--- src/rtl/rppa_pkg.sv ---
// Shared types, constants and the arctangent table for the rectangle
// perimeter point unit. Used by rppa_cordic, rppa_div and the top level.
package rppa_pkg;

  localparam int COORD_BITS    = 12;
  localparam int ANGLE_BITS    = 16;
  localparam int FRACTION_BITS = 8;

  localparam int CORDIC_STEPS = 30;
  localparam int CW           = 33;                          // cordic datapath
  localparam int UNIT_W       = 31;                          // magnitudes up to 2^30
  localparam int PROD_W       = COORD_BITS + UNIT_W;
  localparam int NUM_W        = PROD_W + FRACTION_BITS;
  localparam int Q_W          = COORD_BITS + FRACTION_BITS + 2;
  localparam int OUT_W        = 20;

  localparam logic signed [CW-1:0] CORDIC_X0 = 33'sd652032874;
  localparam logic signed [CW-1:0] ONE_Q30   = 33'sd1073741824;

  localparam logic [1:0] HIT_RIGHT  = 2'd0;
  localparam logic [1:0] HIT_TOP    = 2'd1;
  localparam logic [1:0] HIT_LEFT   = 2'd2;
  localparam logic [1:0] HIT_BOTTOM = 2'd3;

  typedef struct packed {
    logic        [11:0] rect_width;
    logic        [11:0] rect_height;
    logic signed [15:0] angle;
  } in_word_t;

  typedef struct packed {
    logic [19:0] edge_x;
    logic [19:0] edge_y;
    logic [1:0]  edge_hit;
  } out_word_t;

  typedef struct packed {
    logic [COORD_BITS-1:0] w;
    logic [COORD_BITS-1:0] h;
    logic [1:0]            quad;
  } cord_side_t;

  typedef struct packed {
    logic [1:0]            hit;
    logic [OUT_W-1:0]      fix;
    logic [COORD_BITS-1:0] size;
    logic                  toward;
    logic                  vert;
    logic                  den_zero;
    logic                  sat;
  } div_side_t;

  // atan(2^-i) in units of 2^32 per turn
  function automatic logic signed [CW-1:0] atan_step(input int i);
    logic [31:0] v;
    unique case (i)
      0:  v = 32'h20000000;  1:  v = 32'h12E4051E;  2:  v = 32'h09FB385B;
      3:  v = 32'h051111D4;  4:  v = 32'h028B0D43;  5:  v = 32'h0145D7E1;
      6:  v = 32'h00A2F61E;  7:  v = 32'h00517C55;  8:  v = 32'h0028BE53;
      9:  v = 32'h00145F2F;  10: v = 32'h000A2F98;  11: v = 32'h000517CC;
      12: v = 32'h00028BE6;  13: v = 32'h000145F3;  14: v = 32'h0000A2FA;
      15: v = 32'h0000517D;  16: v = 32'h000028BE;  17: v = 32'h0000145F;
      18: v = 32'h00000A30;  19: v = 32'h00000518;  20: v = 32'h0000028C;
      21: v = 32'h00000146;  22: v = 32'h000000A3;  23: v = 32'h00000051;
      24: v = 32'h00000029;  25: v = 32'h00000014;  26: v = 32'h0000000A;
      27: v = 32'h00000005;  28: v = 32'h00000003;  29: v = 32'h00000001;
      default: v = 32'h0;
    endcase
    return $signed({1'b0, v});
  endfunction

endpackage

--- src/rtl/rppa_div.sv ---
// Pipelined restoring divider, one quotient bit per stage.
// Depends on rppa_pkg for widths and the side-band struct.
module rppa_div (
  input  logic                          clk,
  input  logic                          rst_n,
  input  logic                          in_valid,
  output logic                          in_stall,
  input  logic [rppa_pkg::UNIT_W-1:0]   in_rem,
  input  logic [rppa_pkg::Q_W-1:0]      in_low,
  input  logic [rppa_pkg::UNIT_W-1:0]   in_den,
  input  rppa_pkg::div_side_t           in_side,
  output logic                          out_valid,
  input  logic                          out_stall,
  output logic [rppa_pkg::Q_W-1:0]      out_quo,
  output rppa_pkg::div_side_t           out_side
);
  localparam int N  = rppa_pkg::Q_W;
  localparam int DW = rppa_pkg::UNIT_W;

  logic                v_r    [N];
  logic [DW-1:0]       rem_r  [N];
  logic [N-1:0]        lq_r   [N];
  logic [DW-1:0]       den_r  [N];
  rppa_pkg::div_side_t side_r [N];
  logic [N-1:0]        hold;

  for (genvar k = 0; k < N; k++) begin : g_stage
    logic                pv, ge;
    logic [DW-1:0]       prem, pden, rem_nxt;
    logic [N-1:0]        plq, lq_nxt;
    logic [DW:0]         t;
    rppa_pkg::div_side_t pside;

    if (k == 0) begin : g_first
      assign pv = in_valid;
      assign prem = in_rem;
      assign plq = in_low;
      assign pden = in_den;
      assign pside = in_side;
    end else begin : g_next
      assign pv = v_r[k-1];
      assign prem = rem_r[k-1];
      assign plq = lq_r[k-1];
      assign pden = den_r[k-1];
      assign pside = side_r[k-1];
    end

    if (k == N-1) begin : g_last_hold
      assign hold[k] = v_r[k] && out_stall;
    end else begin : g_mid_hold
      assign hold[k] = v_r[k] && hold[k+1];
    end

    // shift in the next dividend bit, the quotient bit fills the low end
    always_comb begin
      t       = {prem, plq[N-1]};
      ge      = (t >= {1'b0, pden});
      rem_nxt = ge ? DW'(t - {1'b0, pden}) : DW'(t);
      lq_nxt  = {plq[N-2:0], ge};
    end

    always_ff @(posedge clk) begin
      if (!rst_n) begin
        v_r[k] <= 1'b0;
      end else if (!hold[k]) begin
        v_r[k] <= pv;
      end
    end

    always_ff @(posedge clk) begin
      if (!hold[k]) begin
        rem_r[k]  <= rem_nxt;
        lq_r[k]   <= lq_nxt;
        den_r[k]  <= pden;
        side_r[k] <= pside;
      end
    end
  end

  assign in_stall  = hold[0];
  assign out_valid = v_r[N-1];
  assign out_quo   = lq_r[N-1];
  assign out_side  = side_r[N-1];

endmodule

--- config.mk ---
export PLATFORM = sky130hd
export DESIGN_NAME = rppa_div
export DESIGN_NICKNAME = d
export VERILOG_FILES = /design/src/rtl/rppa_pkg.sv /design/src/rtl/rppa_div.sv
export SDC_FILE = /design/constraint.sdc
export NUM_CORES = 2
export LEC_CHECK = 0
export BUFFER_PORTS_ARGS = -buffer_cell sky130_fd_sc_hd__buf_2
export CAP_MARGIN = 20
export CORE_MARGIN = 2
export CORE_UTILIZATION = 63
export DETAILED_ROUTE_END_ITERATION = 7
export PLACE_DENSITY = 0.8
export SYNTH_ARGS = -nofsm -noshare
export SYNTH_HDL_FRONTEND = slang
export SYNTH_SLANG_ARGS = --single-unit
--- constraint.sdc ---
create_clock -name clk -period 24.3 [get_ports clk]
set_input_delay 2.43 -clock clk [delete_from_list [all_inputs] [get_ports clk]]
set_output_delay 2.43 -clock clk [all_outputs]
set_load 0.05 [all_outputs]
Word level (Yosys, flattened, before mapping) --
Memory sizes are Yosys's and may differ from the RTL's. Cells that the tools add are included.
Storage, ports and cells: flip-flop bits (word level) 0, memory bits (writable) 2706, input bits 126, logic and storage cells 204, memories kept 5
Cells by class: add/sub/neg operators 22, order comparisons 22, multiplexer cells 111, bitwise gates (word level) 22, reduce and logical (&&, ||, !) cells 22
Memories:
- side_r | depth 22, bits a word 38, read ports 22, clocked after memory_dff 0, write ports 22, line rppa_div.sv:24 | rppa_pkg::div_side_t side_r [N];
- den_r | depth 22, bits a word 31, read ports 21, clocked after memory_dff 0, write ports 22, line rppa_div.sv:23 | logic [DW-1:0] den_r [N];
- rem_r | depth 22, bits a word 31, read ports 21, clocked after memory_dff 0, write ports 22, line rppa_div.sv:21 | logic [DW-1:0] rem_r [N];
- lq_r | depth 22, bits a word 22, read ports 22, clocked after memory_dff 0, write ports 22, line rppa_div.sv:22 | logic [N-1:0] lq_r [N];
- v_r | depth 22, bits a word 1, read ports 22, clocked after memory_dff 0, write ports 22, line rppa_div.sv:20 | logic v_r [N];
Operators with widths (count):
- $ge 32x31->1 | 22
- $mux 31 | 22
- $sub 31x31->31 | 22
- $mux 1 | 89
- $logic_and 1x1->1 | 22
- $or 1x1->1 | 22

Logic depth before layout (Yosys ltp) --
word-level depth 26, gate-level depth with buffers 16

Least setup slack after synthesis --
OpenSTA, ideal clock, no wires.
kind input port to output port, from in out_stall, to out in_stall, data arrival time 18.617 ns, setup slack 3.253 ns, stages on the path 14, path buffers 1, cell sequence and3_1 -> clkbuf_1 -> inv_1 -> nor2_1 -> and2_1 -> and3_1 -> inv_1 -> nor2_1 -> inv_1 -> nor2b_1 -> inv_1 -> nor2_1 -> nand3_1 -> inv_1
On the way: longest elaborated chain between the ends 22
Ends and longest elaborated chain:
- from (decl) | line rppa_div.sv:13 | input logic out_stall,
- $logic_and 1x1->1 | line rppa_div.sv:49 | assign hold[k] = v_r[k] && out_stall;
- $logic_and 1x1->1 (21 in series) | line rppa_div.sv:51 | assign hold[k] = v_r[k] && hold[k+1];
- to (decl) | line rppa_div.sv:7 | output logic in_stall,
No other way between the ends.

Final worst setup path --
Ends and elaborated chain as after synthesis.

==> run metrics <==
result of the run=finished clean; Core Footprint=190,000 um^2; initial antenna violation count=20; count of nets left with antenna violations after detail routing=0; routed via count=73,200; post-CTS setup buffers=0; worst reg2reg path endpoint=rem_r[0][97]$_DFFE_PP_; max incr delay on CP=0.50 ns; static power due to leakage=between 50 and 60 nW; Unique masters post-synth=94; nets in the synthesized netlist=9,860; Max H-tree Level=5; Peak Freq=97.5 MHz; detailed-placement wirelength estimate=188,000 um; finished layout cell area=134,000 um^2; post-synth design cell area=121,000 um^2; unrepaired setup endpoints after global routing=no; Max Cap Viol=0; worst reg-to-reg path cell count=14; worst reg-to-reg setup slack=17.62 ns; number of buffers inserted for hold repair after clock tree synthesis=0; total power density per cell area=131 nW/um^2; critical path class=input port to output port; final routed wire length divided by cell count=22.3 um; Slew HR=a little under a quarter; largest driver fanout on the critical path=62; number of pins exceeding their max-slew limit in the final report=0; arrival time at the worst endpoint=7.83 ns; total CTS buffers=282; CP bufs+invs=9; final setup violation count=0; post-synth top area share=65.7%; synthesis-to-finish area growth=10.7%; Crit-path slowest cell=nor2_1; critical-path cell list=buf_2 > and3_1 > inv_4 > nor2_1 > and2_1 > and3_1 > inv_4 > nor2_1 > inv_4 > nor2b_1 > inv_4 > nor2_1 > buf_6 > nand3_4 > buf_4 > inv_1 > buf_2; DR iter-0 viols=6,021; Avg Inst Size Synth=approximately 13 um^2; fraction of layout instances using a drive strength above 1=a little under a tenth; fraction of registers with async set/reset=0%; sequential standard cell area=79,400 um^2; cell occurring most often along the worst timing path=inv_4; part of the Yosys area used for sequential elements=~66%; last element of the critical path=in_stall; cell depth of the worst setup path=17; endpoint type of the worst setup path=output port; cell taking the most area after synthesis=edfxtp_1; instance area at placement=between 100,000 and 150,000 um^2; final wirelength=270,000 um; leading cell types by total area after synthesis=edfxtp_1, ha_1, inv_1; crit path from=out_stall; Worst-Skew Late Latency=about 0.93 ns; synthesis-stage register bit count=2,644; total global-route track usage=27.6%; number of standard cells after synthesis=9,031; top_reg_cell synth=edfxtp_1; layout filler cell count=12,100; post-route insts no fill=12,100; Worst Skew=0.0741 ns; path type of the worst min-delay path=flip-flop to flip-flop; clk sink count=2,644; Final Critical Period=a little over 10 ns; PostCTS Resize Cnt=0; part of the cycle the worst path needs=between 40% and 50%; Clock transition at path regs=0.07 ns; first drt pass iteration count=8; Routability Congestion=0.953; height of the die=442 um; clock tree root buffer cell=clkbuf_16; top cell family by delay on the critical path=simple AND/OR/NAND/NOR gates; utilization of the core after routing=between 70% and 80%; Port Buffer Count=187; buffer levels on the longest clock path=4; wire length of the first global-routing pass=418,000 um; total count of hold-check failures in the final report=0; number of standard-cell rows in the floorplan=160; Fin Setup TNS=0 ns; top cells by instance count after synthesis=edfxtp_1, inv_1, nand2_1; clock tree from TritonCTS=yes; critical register-to-register path startpoint=v_r[2][5]$_DFFE_PP_; via count of the first global-routing pass=74,600; required time worst endpoint=21.87 ns; I/O pin cnt=188; # nets final=10,200; number of synthesized flops with an enable pin=2,643; overall overflow remaining after global route=0; library cell with the highest instance count after synthesis=edfxtp_1; CP Launch Type=input port; total placed cells including tap cells=11,600; largest net degree at the start of global routing=74; via density per instance=6.04; multi-input gate area in the final layout=37,900 um^2; Initial Util=63.5%; floorplan die area=195,000 um^2; drt drc=0; worst ir drop on vdd=roughly 0.084 mV; die boundary width=442 um; number of synthesis warnings=0; pin slew with the least headroom to its limit=between 1 and 1.5 ns
[layout by cell type, fill, tap and decap left out, types with 72 or more instances in the layout]
master     instances
and3_1            72
xnor2_1          303
mux2_2           157
inv_1            847
nor2b_1           96
clkbuf_16        288
xor2_1           217
nor2_1           396
ha_1             682
nand2_1          688
a21oi_1          569
nand3_1          116
nor3_1            98
o21ai_0          615
edfxtp_1        2643
nand4_1           93
a21o_1           306
o21a_1           100
nand2b_1         107
buf_2            187
[through the flow]
step / hold WS [ns] / total power [W] / setup WS, ns
finish: 0.371 / 0.0176 / 14.04
global route: 0.362 / 0.0185 / 13.63
CTS: 0.362 / 0.0176 / 13.61
detailed placement: 0.405 / 0.0133 / 14.07
global placement: 0.400 / 0.0130 / 14.25
floorplan: 0.400 / 0.0116 / 3.25
[power by group]
group	switching, W	internal, W	total, W
clock	0.00172	0.00242	0.00415
sequential	0.000589	0.00640	0.00699
combinational	0.00375	0.00271	0.00646
total	0.00607	0.0115	0.0176
[kinds of logic (layout without fill, tap and decap cells)]
logic type	Yosys count	in the layout	synth area share (%)
xor+xnor	520	520	3.77
fa+ha+maj	703	703	7.41
buf+inv	1013	1572	3.19
compound gates	2111	2111	10.9
other cells	0	9	0
simple gates	1841	1841	7.16
mux	199	199	1.92
flops	2644	2644	65.7
[layout make-up]
| cell class | instances | area share [%] |
|---|---|---|
| tap | 2511 | 2.35 |
| multi-input combinational | 5374 | 28.3 |
| inverter | 856 | 2.42 |
| sequential | 2644 | 59.3 |
| clock buffer | 331 | 5.51 |
| clock inverter | 142 | 1.02 |
| antenna | 9 | 0.0168 |
| timing repair buffer | 243 | 1.03 |
[per-layer routing]
layer	global-route usage (%)	share of wire, %	up-vias
li1	-	-	34200
met1	30.7	36	35500
met2	50.8	53	2606
met3	3.94	5.0	865
met4	14.8	6.0	16
met5	0	0.040	-
[state kept, by name (all words and copies together) (netlist names)]
name and flops:
den_r 651, v_r 22, rem_r 651, side_r 836, lq_r 484
[worst min-delay path by stage]
stage                                        from                       end  slack [ns]  cells after the start
after detailed placement    lq_r[0][93]$_DFFE_PP_    lq_r[0][116]$_DFFE_PP_        0.40                      0
after global routing        lq_r[0][26]$_DFFE_PP_     lq_r[0][49]$_DFFE_PN_        0.36                      0
after CTS                   lq_r[0][26]$_DFFE_PP_     lq_r[0][49]$_DFFE_PN_        0.36                      0
final                       lq_r[0][26]$_DFFE_PP_     lq_r[0][49]$_DFFE_PN_        0.37                      0
after global placement    side_r[0][73]$_DFFE_PP_  side_r[0][111]$_DFFE_PN_        0.40                      0
after floorplan             lq_r[0][77]$_DFFE_PP_    lq_r[0][100]$_DFFE_PP_        0.40                      0
No activity file was read; power rests on OpenSTA's default activity.
